File: config.mk
export PLATFORM = sky130hd
export DESIGN_NAME = periodic_task_due_scheduler_core
export DESIGN_NICKNAME = d
export VERILOG_FILES = /design/src/rtl/ptds_pkg.sv /design/src/rtl/periodic_task_due_scheduler_core.sv /design/src/rtl/ptds_front.sv /design/src/rtl/ptds_engine.sv /design/src/rtl/ptds_result_queue.sv
export SDC_FILE = /design/constraint.sdc
export NUM_CORES = 1
export LEC_CHECK = 0
export BUFFER_PORTS_ARGS = -buffer_cell sky130_fd_sc_hd__buf_2
export CAP_MARGIN = 20
export CORE_UTILIZATION = 50
export DETAILED_ROUTE_END_ITERATION = 6
export HOLD_SLACK_MARGIN = 0.05
export PLACE_DENSITY = 0.66
export SYNTH_ARGS = -nofsm -noshare
export SYNTH_HDL_FRONTEND = slang
export SYNTH_SLANG_ARGS = --single-unit
File: constraint.sdc
create_clock -name clk -period 11 [get_ports clk]
set_input_delay 2.2 -clock clk [delete_from_list [all_inputs] [get_ports clk]]
set_output_delay 2.2 -clock clk [all_outputs]
set_load 0.01 [all_outputs]
File: src/rtl/ptds_pkg.sv
// Shared constants, command and result codes, and beat types for the task scheduler.
package ptds_pkg;

  // Table size and tick counter limit.
  localparam int MAX_TASKS = 8;
  localparam logic [31:0] TICK_MAX = 32'd2147483647;

  // Field widths of the input and result beats.
  localparam int CMD_W    = 2;
  localparam int PERIOD_W = 15;
  localparam int KIND_W   = 3;
  localparam int SLOT_W   = 3;
  localparam int TICK_W   = 31;

  // Derived widths for the slot table and the dispatch walk.
  localparam int IDX_W       = (MAX_TASKS > 1) ? $clog2(MAX_TASKS) : 1;
  localparam int CNT_W       = $clog2(MAX_TASKS + 1);
  localparam int MAX_RESULTS = 8;
  localparam int RCNT_W      = $clog2(MAX_RESULTS + 1);
  localparam logic [PERIOD_W-1:0] ELAPSED_CAP = 15'h7FFF;

  // Queue depths between the front, the engine and the result port.
  localparam int CMDQ_DEPTH = 2;
  localparam int CMDQ_PTR_W = (CMDQ_DEPTH > 1) ? $clog2(CMDQ_DEPTH) : 1;
  localparam int CMDQ_CNT_W = $clog2(CMDQ_DEPTH + 1);
  localparam int RESQ_DEPTH = 4;
  localparam int RESQ_PTR_W = (RESQ_DEPTH > 1) ? $clog2(RESQ_DEPTH) : 1;
  localparam int RESQ_CNT_W = $clog2(RESQ_DEPTH + 1);

  // Command codes.
  localparam logic [CMD_W-1:0] CMD_TICK     = 2'd0;
  localparam logic [CMD_W-1:0] CMD_DISPATCH = 2'd1;
  localparam logic [CMD_W-1:0] CMD_CREATE   = 2'd2;
  localparam logic [CMD_W-1:0] CMD_UNUSED   = 2'd3;

  // Result kind codes.
  localparam logic [KIND_W-1:0] KIND_TICK_DONE  = 3'd0;
  localparam logic [KIND_W-1:0] KIND_TASK_DUE   = 3'd1;
  localparam logic [KIND_W-1:0] KIND_NONE_DUE   = 3'd2;
  localparam logic [KIND_W-1:0] KIND_CREATE_OK  = 3'd3;
  localparam logic [KIND_W-1:0] KIND_CREATE_REF = 3'd4;

  // One command beat as held in the command queue.
  typedef struct packed {
    logic [CMD_W-1:0]    cmd;
    logic [PERIOD_W-1:0] period;
  } cmd_beat_t;

  // One result beat as held in the result queue.
  typedef struct packed {
    logic [KIND_W-1:0] kind;
    logic [SLOT_W-1:0] slot;
    logic              lock;
    logic [TICK_W-1:0] tick_now;
    logic              last;
  } result_t;

endpackage

File: src/rtl/periodic_task_due_scheduler_core.sv
// Top level of the periodic task scheduler: front queue, engine and result queue.
//
// Usage: input beats (cmd, period) are written like a queue: a beat is taken on a
// rising edge with push high and full low. Tick and create beats each give one
// result; a dispatch gives one result per due slot (at most eight), or a single
// none-due result, and the final result of every item carries last. Unused
// command code 3 is dropped at the front and gives no result.
// Results are read like a queue: while empty is low the oldest result sits on
// kind, slot, lock, tick_now and last, and pop with empty low takes it.
// A tick or create beat is registered in the command queue, then in the result queue.
// Throughput: ticks and creates run at one per cycle while the result queue
// has room; a dispatch holds the engine through its walk and final steps, and
// the walk visits one table slot per cycle while the result queue has room.
// A two-entry command queue lets the front keep taking beats during a walk.
// When the receiver stalls, the four-entry result queue fills, the engine holds
// its place, and full rises once the command queue is also filled.
// Reset (rst, synchronous) empties both queues, clears the tick counter, the slot
// count and the creation lock; only creates and dispatch walks write the table.
module periodic_task_due_scheduler_core (
  input  logic                          clk,
  input  logic                          rst,
  input  logic                          push,
  output logic                          full,
  input  logic [ptds_pkg::CMD_W-1:0]    cmd,
  input  logic [ptds_pkg::PERIOD_W-1:0] period,
  output logic                          empty,
  input  logic                          pop,
  output logic [ptds_pkg::KIND_W-1:0]   kind,
  output logic [ptds_pkg::SLOT_W-1:0]   slot,
  output logic                          lock,
  output logic [ptds_pkg::TICK_W-1:0]   tick_now,
  output logic                          last
);
  import ptds_pkg::*;

  logic      q_valid;
  logic      q_take;
  cmd_beat_t q_beat;
  logic      r_push;
  logic      r_full;
  result_t   r_beat;
  result_t   head;

  // Front end with the command queue.
  ptds_front u_front (
    .clk     (clk),
    .rst     (rst),
    .push    (push),
    .full    (full),
    .cmd     (cmd),
    .period  (period),
    .q_valid (q_valid),
    .q_take  (q_take),
    .q_beat  (q_beat)
  );

  // Command engine with the slot table.
  ptds_engine u_engine (
    .clk     (clk),
    .rst     (rst),
    .q_valid (q_valid),
    .q_take  (q_take),
    .q_beat  (q_beat),
    .r_push  (r_push),
    .r_full  (r_full),
    .r_beat  (r_beat)
  );

  // Result queue toward the reader.
  ptds_result_queue u_result_queue (
    .clk    (clk),
    .rst    (rst),
    .r_push (r_push),
    .r_full (r_full),
    .r_beat (r_beat),
    .empty  (empty),
    .pop    (pop),
    .head   (head)
  );

  // Result fields come straight from the queue head.
  assign kind     = head.kind;
  assign slot     = head.slot;
  assign lock     = head.lock;
  assign tick_now = head.tick_now;
  assign last     = head.last;

endmodule

File: src/rtl/ptds_front.sv
// Front end: accepts input beats, drops unused commands and queues the rest.
module ptds_front (
  input  logic                       clk,
  input  logic                       rst,
  input  logic                       push,
  output logic                       full,
  input  logic [ptds_pkg::CMD_W-1:0]    cmd,
  input  logic [ptds_pkg::PERIOD_W-1:0] period,
  output logic                       q_valid,
  input  logic                       q_take,
  output ptds_pkg::cmd_beat_t        q_beat
);
  import ptds_pkg::*;

  cmd_beat_t             entries [CMDQ_DEPTH];
  logic [CMDQ_PTR_W-1:0] wr_ptr;
  logic [CMDQ_PTR_W-1:0] rd_ptr;
  logic [CMDQ_CNT_W-1:0] fill;
  logic                  keep;
  logic                  taken;

  // A beat is stored only when its command does something.
  assign full    = (fill == CMDQ_CNT_W'(CMDQ_DEPTH));
  assign keep    = push && !full && (cmd != CMD_UNUSED);
  assign taken   = q_take && q_valid;
  assign q_valid = (fill != '0);
  assign q_beat  = entries[rd_ptr];

  // Storage is written at the write pointer and needs no reset.
  always_ff @(posedge clk) begin
    if (keep) begin
      entries[wr_ptr] <= '{cmd: cmd, period: period};
    end
  end

  // Pointers and fill level.
  always_ff @(posedge clk) begin
    if (rst) begin
      wr_ptr <= '0;
      rd_ptr <= '0;
      fill   <= '0;
    end else begin
      if (keep) begin
        wr_ptr <= (wr_ptr == CMDQ_PTR_W'(CMDQ_DEPTH - 1)) ? '0 : wr_ptr + 1'b1;
      end
      if (taken) begin
        rd_ptr <= (rd_ptr == CMDQ_PTR_W'(CMDQ_DEPTH - 1)) ? '0 : rd_ptr + 1'b1;
      end
      if (keep && !taken) begin
        fill <= fill + 1'b1;
      end else if (!keep && taken) begin
        fill <= fill - 1'b1;
      end
    end
  end

endmodule

File: src/rtl/ptds_engine.sv
// Back end: holds the slot table and the tick counter and carries out each command.
module ptds_engine (
  input  logic                clk,
  input  logic                rst,
  input  logic                q_valid,
  output logic                q_take,
  input  ptds_pkg::cmd_beat_t q_beat,
  output logic                r_push,
  input  logic                r_full,
  output ptds_pkg::result_t   r_beat
);
  import ptds_pkg::*;

  localparam logic [1:0] ST_IDLE  = 2'd0;
  localparam logic [1:0] ST_WALK  = 2'd1;
  localparam logic [1:0] ST_FINAL = 2'd2;

  logic [PERIOD_W-1:0] slot_period   [MAX_TASKS];
  logic [TICK_W-1:0]   slot_last_run [MAX_TASKS];

  logic [1:0]        state, state_next;
  logic [CNT_W-1:0]  slot_count, slot_count_next;
  logic              create_lock, create_lock_next;
  logic [TICK_W-1:0] tick_counter, tick_counter_next;
  logic [IDX_W-1:0]  walk_idx, walk_idx_next;
  logic              pend_valid, pend_valid_next;
  logic [SLOT_W-1:0] pend_slot, pend_slot_next;
  logic [RCNT_W-1:0] reported, reported_next;

  logic              new_slot_we;
  logic              last_run_we;
  logic [31:0]       tick_inc;
  logic [TICK_W-1:0] tick_wrapped;
  logic [31:0]       now_w;
  logic [31:0]       lr_w;
  logic [31:0]       diff;
  logic [PERIOD_W-1:0] elapsed;
  logic              due;
  logic              walk_end;
  logic              go;

  // Next tick value, wrapping to zero on reaching the limit.
  assign tick_inc     = {1'b0, tick_counter} + 32'd1;
  assign tick_wrapped = (tick_inc >= TICK_MAX) ? '0 : tick_inc[TICK_W-1:0];

  // Elapsed ticks of the slot under the walk, saturated and compared with its period.
  assign now_w   = {1'b0, tick_counter};
  assign lr_w    = {1'b0, slot_last_run[walk_idx]};
  assign diff    = (now_w >= lr_w) ? (now_w - lr_w) : ((TICK_MAX - lr_w) + now_w);
  assign elapsed = (diff > 32'(ELAPSED_CAP)) ? ELAPSED_CAP : diff[PERIOD_W-1:0];
  assign due     = (elapsed >= slot_period[walk_idx]);

  assign walk_end = ((CNT_W'(walk_idx) + CNT_W'(1)) == slot_count);
  assign go       = !r_full;

  // Command decode, walk sequencing and result formation.
  always_comb begin
    state_next        = state;
    slot_count_next   = slot_count;
    create_lock_next  = create_lock;
    tick_counter_next = tick_counter;
    walk_idx_next     = walk_idx;
    pend_valid_next   = pend_valid;
    pend_slot_next    = pend_slot;
    reported_next     = reported;
    new_slot_we       = 1'b0;
    last_run_we       = 1'b0;
    q_take            = 1'b0;
    r_push            = 1'b0;
    r_beat            = '{kind: KIND_NONE_DUE, slot: '0, lock: create_lock,
                          tick_now: tick_counter, last: 1'b1};
    unique case (state)
      ST_IDLE: begin
        if (q_valid && go) begin
          q_take = 1'b1;
          unique case (q_beat.cmd)
            CMD_TICK: begin
              tick_counter_next = tick_wrapped;
              create_lock_next  = 1'b1;
              r_push            = 1'b1;
              r_beat = '{kind: KIND_TICK_DONE, slot: '0, lock: 1'b1,
                         tick_now: tick_wrapped, last: 1'b1};
            end
            CMD_CREATE: begin
              r_push = 1'b1;
              if (!create_lock && (slot_count < CNT_W'(MAX_TASKS))) begin
                new_slot_we     = 1'b1;
                slot_count_next = slot_count + 1'b1;
                r_beat = '{kind: KIND_CREATE_OK, slot: SLOT_W'(slot_count),
                           lock: create_lock, tick_now: tick_counter, last: 1'b1};
              end else begin
                create_lock_next = 1'b1;
                r_beat = '{kind: KIND_CREATE_REF, slot: '0, lock: 1'b1,
                           tick_now: tick_counter, last: 1'b1};
              end
            end
            CMD_DISPATCH: begin
              if (slot_count == '0) begin
                r_push = 1'b1;
              end else begin
                state_next      = ST_WALK;
                walk_idx_next   = '0;
                pend_valid_next = 1'b0;
                reported_next   = '0;
              end
            end
            default: begin
            end
          endcase
        end
      end
      ST_WALK: begin
        // One slot per cycle while go is high; a due slot releases the one held before it.
        if (go) begin
          if (due) begin
            last_run_we = 1'b1;
            if (reported < RCNT_W'(MAX_RESULTS)) begin
              if (pend_valid) begin
                r_push = 1'b1;
                r_beat = '{kind: KIND_TASK_DUE, slot: pend_slot, lock: create_lock,
                           tick_now: tick_counter, last: 1'b0};
              end
              pend_valid_next = 1'b1;
              pend_slot_next  = SLOT_W'(walk_idx);
              reported_next   = reported + 1'b1;
            end
          end
          if (walk_end) begin
            state_next = ST_FINAL;
          end else begin
            walk_idx_next = walk_idx + 1'b1;
          end
        end
      end
      ST_FINAL: begin
        // The held slot closes the dispatch, or the none-due beat does.
        if (go) begin
          r_push     = 1'b1;
          state_next = ST_IDLE;
          if (pend_valid) begin
            r_beat = '{kind: KIND_TASK_DUE, slot: pend_slot, lock: create_lock,
                       tick_now: tick_counter, last: 1'b1};
          end
        end
      end
      default: begin
        state_next = ST_IDLE;
      end
    endcase
  end

  // Slot table writes: a new slot on create, the current tick on a due slot.
  always_ff @(posedge clk) begin
    if (new_slot_we) begin
      slot_period[slot_count[IDX_W-1:0]]   <= q_beat.period;
      slot_last_run[slot_count[IDX_W-1:0]] <= '0;
    end
    if (last_run_we) begin
      slot_last_run[walk_idx] <= tick_counter;
    end
  end

  // Control state and walk bookkeeping.
  always_ff @(posedge clk) begin
    if (rst) begin
      state        <= ST_IDLE;
      slot_count   <= '0;
      create_lock  <= 1'b0;
      tick_counter <= '0;
      walk_idx     <= '0;
      pend_valid   <= 1'b0;
      pend_slot    <= '0;
      reported     <= '0;
    end else begin
      state        <= state_next;
      slot_count   <= slot_count_next;
      create_lock  <= create_lock_next;
      tick_counter <= tick_counter_next;
      walk_idx     <= walk_idx_next;
      pend_valid   <= pend_valid_next;
      pend_slot    <= pend_slot_next;
      reported     <= reported_next;
    end
  end

endmodule

File: src/rtl/ptds_result_queue.sv
// Result queue: buffers result beats between the engine and the result port.
module ptds_result_queue (
  input  logic              clk,
  input  logic              rst,
  input  logic              r_push,
  output logic              r_full,
  input  ptds_pkg::result_t r_beat,
  output logic              empty,
  input  logic              pop,
  output ptds_pkg::result_t head
);
  import ptds_pkg::*;

  result_t               entries [RESQ_DEPTH];
  logic [RESQ_PTR_W-1:0] wr_ptr;
  logic [RESQ_PTR_W-1:0] rd_ptr;
  logic [RESQ_CNT_W-1:0] fill;
  logic                  wr;
  logic                  rd;

  assign r_full = (fill == RESQ_CNT_W'(RESQ_DEPTH));
  assign empty  = (fill == '0);
  assign wr     = r_push && !r_full;
  assign rd     = pop && !empty;
  assign head   = entries[rd_ptr];

  // Result storage.
  always_ff @(posedge clk) begin
    if (wr) begin
      entries[wr_ptr] <= r_beat;
    end
  end

  // Pointers and fill level.
  always_ff @(posedge clk) begin
    if (rst) begin
      wr_ptr <= '0;
      rd_ptr <= '0;
      fill   <= '0;
    end else begin
      if (wr) begin
        wr_ptr <= (wr_ptr == RESQ_PTR_W'(RESQ_DEPTH - 1)) ? '0 : wr_ptr + 1'b1;
      end
      if (rd) begin
        rd_ptr <= (rd_ptr == RESQ_PTR_W'(RESQ_DEPTH - 1)) ? '0 : rd_ptr + 1'b1;
      end
      if (wr && !rd) begin
        fill <= fill + 1'b1;
      end else if (!wr && rd) begin
        fill <= fill - 1'b1;
      end
    end
  end

endmodule
==> results.sh <==
export IMPL_cellPowerDensity_nw_per_um2=187.6
export IMPL_antenna_cells=0
export IMPL_setup_viol_count_final=0
export IMPL_die_area_um2=57630
export IMPL_synthMostInstantiatedCell="edfxtp_1"
export IMPL_first_iter_violations=1641
export IMPL_slew_viol_final=0
export IMPL_status="finished, final reports clean"
export IMPL_p_sw_mw=1.544
export IMPL_start_kind="register"
export IMPL_syn_area_per_cell_um2=15.04
export IMPL_routed_via_density=6.167
export IMPL_rsz0062_at_grt="no"
export IMPL_crit_fanout=45
export IMPL_dp_cells=2627
export IMPL_worstHoldStart="u_engine.pend_slot[1]$_SDFFE_PP0P_"
export IMPL_ys_top_cells_by_area="edfxtp_1, mux4_2, dfxtp_1, ha_1, mux2i_1"
export IMPL_grt_max_degree=56
export IMPL_cts_setup_buffers=0
export IMPL_syn_to_final_growth_pct=11.35
export IMPL_port_buffers=61
export IMPL_finalHoldViolCount=0
export IMPL_syn_cell_area_um2=28340
export IMPL_initial_utilization=0.5103
export IMPL_grt_overflow_total=0
export IMPL_synth_common_cells="edfxtp_1, mux4_2, nor2_1"
export IMPL_synth_top_area_frac=0.5913
export IMPL_gp_congestion=0.9472
export IMPL_hp_class="reg2reg"
export IMPL_period_minus_slack_ps=9288
export IMPL_hold_ws_ps=459.7
export IMPL_hold_buffers=0
export IMPL_clk_latency_ps=630
export IMPL_htree_num_levels=2
export IMPL_combPwrFrac=0.173
export IMPL_path_class="reg2reg"
export IMPL_die_w_um=240.1
export IMPL_num_vias=16920
export IMPL_pre_cts_ws_ps=1644
export IMPL_synth_edf_count=558
export IMPL_cap_violations=0
export IMPL_post_route_cell_area_um2=31550
export IMPL_clkPwrFrac=0.341
export IMPL_power_share_sequential=0.486
export IMPL_grt_pass1_vias=16560
export IMPL_cp_arrival_ps=9530
export IMPL_avgRoutedWirePerCell_um=25.05
export IMPL_final_util=0.5683
export IMPL_p_int_mw=4.374
export IMPL_async_reset_ff_frac=0
export IMPL_yosysSeqAreaShare=0.6380
export IMPL_tightest_slew_ps=1031
export IMPL_post_cts_resized=0
export IMPL_p_sw_frac=0.2609
export IMPL_synthCells=1884
export IMPL_synth_seq_cells=624
export IMPL_drive_gt1_frac=0.2070
export IMPL_grt_pass1_wl_um=103000
export IMPL_grtUsageTotal=0.2413
export IMPL_endpoint_kind="register"
export IMPL_final_setup_worst_slack_ps=1712
export IMPL_remaining_drc_errors=0
export IMPL_synthFlopType="edfxtp_1"
export IMPL_cts_tree="yes"
export IMPL_drtAntennaViolNets=0
export IMPL_syn_nets=1968
export IMPL_root_buffer="clkbuf_16"
export IMPL_cts_max_path_buffers=3
export IMPL_coreArea_um2=55520
export IMPL_clock_sinks=624
export IMPL_post_dp_cell_area_um2=29580
export IMPL_clk_pin_slew_ps=60
export IMPL_fmax_mhz=107.7
export IMPL_worst_endpoint_required_ps=11250
export IMPL_synth_cell_types=84
export IMPL_placementRows=86
export IMPL_ir_drop_uv=153.6
export IMPL_power_mw=5.918
export IMPL_fin_skew_ps=28.01
export IMPL_pin_count=62
export IMPL_dpl_hpwl_um=46590
export IMPL_p_leak_nw=9.947
export IMPL_fin_cells=2743
export IMPL_totalWireLength_um=68720
export IMPL_die_y_um=240.1
export IMPL_yosys_warnings=0
export IMPL_min_period_over_period=0.8444
export IMPL_cts_buffers=60
export IMPL_num_nets_final=2027
export IMPL_synth_top_area_cell="edfxtp_1"
export IMPL_dr_pass1_iters=5
export IMPL_finalSetupTns_ps=0
export IMPL_relSlewSlack=0.3130
export IMPL_grt_antenna_before_repair=1
[kinds of logic (layout without fill, tap and decap cells)]
family                   count (synthesis)  in the layout  synth area share
AO/OA/AOI/OAI                          324            324           0.07727
adder cells (fa/ha/maj)                 63             63           0.02861
AND/OR/NAND/NOR                        478            478           0.08853
XOR/XNOR                                46             46           0.01422
multiplexers                           205            205            0.1311
buffers and inverters                  144            255           0.02225
flip-flops                             624            624            0.6380
[cell usage in the layout, fill, tap and decap left out, types with 21 or more instances in the layout]
master	count
nand3_1	33
inv_1	37
nor2_1	112
o21ai_0	57
ha_1	60
buf_4	40
dfxtp_1	61
o31ai_1	21
nor3_1	31
xnor2_1	29
nand4_1	41
a21oi_1	85
mux4_2	131
a21o_1	22
buf_2	61
clkbuf_16	61
mux2i_1	54
and3_1	38
nand2_1	111
edfxtp_1	558
[state kept, by name (all words and copies together) (netlist names), named ones only]
register                count
u_engine.state              2
u_engine.slot_count         4
u_result_queue.wr_ptr       2
u_engine.create_lock        1
u_engine.pend_slot          3
u_front.wr_ptr              1
u_result_queue.fill         3
u_result_queue.entries    156
u_engine.slot_last_run    248
u_engine.walk_idx           3
u_engine.pend_valid         1
u_front.rd_ptr              1
u_engine.slot_period      120
u_engine.tick_counter      31
u_front.entries            34
u_front.fill                2
u_result_queue.rd_ptr       2
u_engine.reported           4
[power by group through the flow]
stage	registers [mW]	logic, mW	clock network [mW]
3_5_place_dp	2.93	1.03	0
4_1_cts	2.88	1.03	2.05
5_1_grt	2.89	1.12	2.14
2_1_floorplan	2.90	0.697	0
3_3_place_gp	2.92	1.02	0
6_report	2.88	1.03	2.02
[layer usage]
metal / GRT usage / part of all wire / vias to the layer above
met2: 0.3770 / 0.47 / 494
met3: 0.02997 / 0.052 / 90
li1: - / - / 7607
met5: 0 / 0 / -
met4: 0.06292 / 0.021 / 0
met1: 0.3590 / 0.46 / 8726
[worst max-delay path: stages, from the launching register on]
cell,delay [ps]
dfxtp_4,930
buf_4,480
mux4_2,550
mux2i_1,230
ha_1,350
a21o_1,220
a21oi_2,280
o221a_2,280
o21ai_2,80
nor2_1,470
o211ai_1,360
a21boi_0,300
xnor2_1,150
nor4_4,270
buf_4,290
nand4_2,130
ha_1,320
nor2b_1,140
o21a_1,120
o21a_1,110
o21a_1,100
o21a_1,110
o2111ai_1,130
a31oi_2,820
nand2_1,640
o32ai_4,410
buf_4,510
[path summary, 6_finish.rpt]
path | slack, ps | cells after the start | to
min | 460 | 2 | u_engine.pend_slot[1]$_SDFFE_PP0P_
max reg2reg | 1710 | 26 | u_engine.slot_last_run[3][21]$_DFFE_PP_
min reg2reg | 460 | 2 | u_engine.pend_slot[1]$_SDFFE_PP0P_
max | 1710 | 26 | u_engine.slot_last_run[3][21]$_DFFE_PP_
[layout make-up]
| type | instances | area (um^2) |
|---|---|---|
| Multi-Input combinational cell | 1116 | 9782 |
| Clock buffer | 82 | 1635 |
| Tap cell | 748 | 935.9 |
| Timing Repair Buffer | 104 | 668.1 |
| Sequential cell | 624 | 18090 |
| Clock inverter | 32 | 302.8 |
| Inverter | 37 | 138.9 |
| Fill cell | 4388 | 23970 |
No activity file was read; power rests on OpenSTA's default activity.
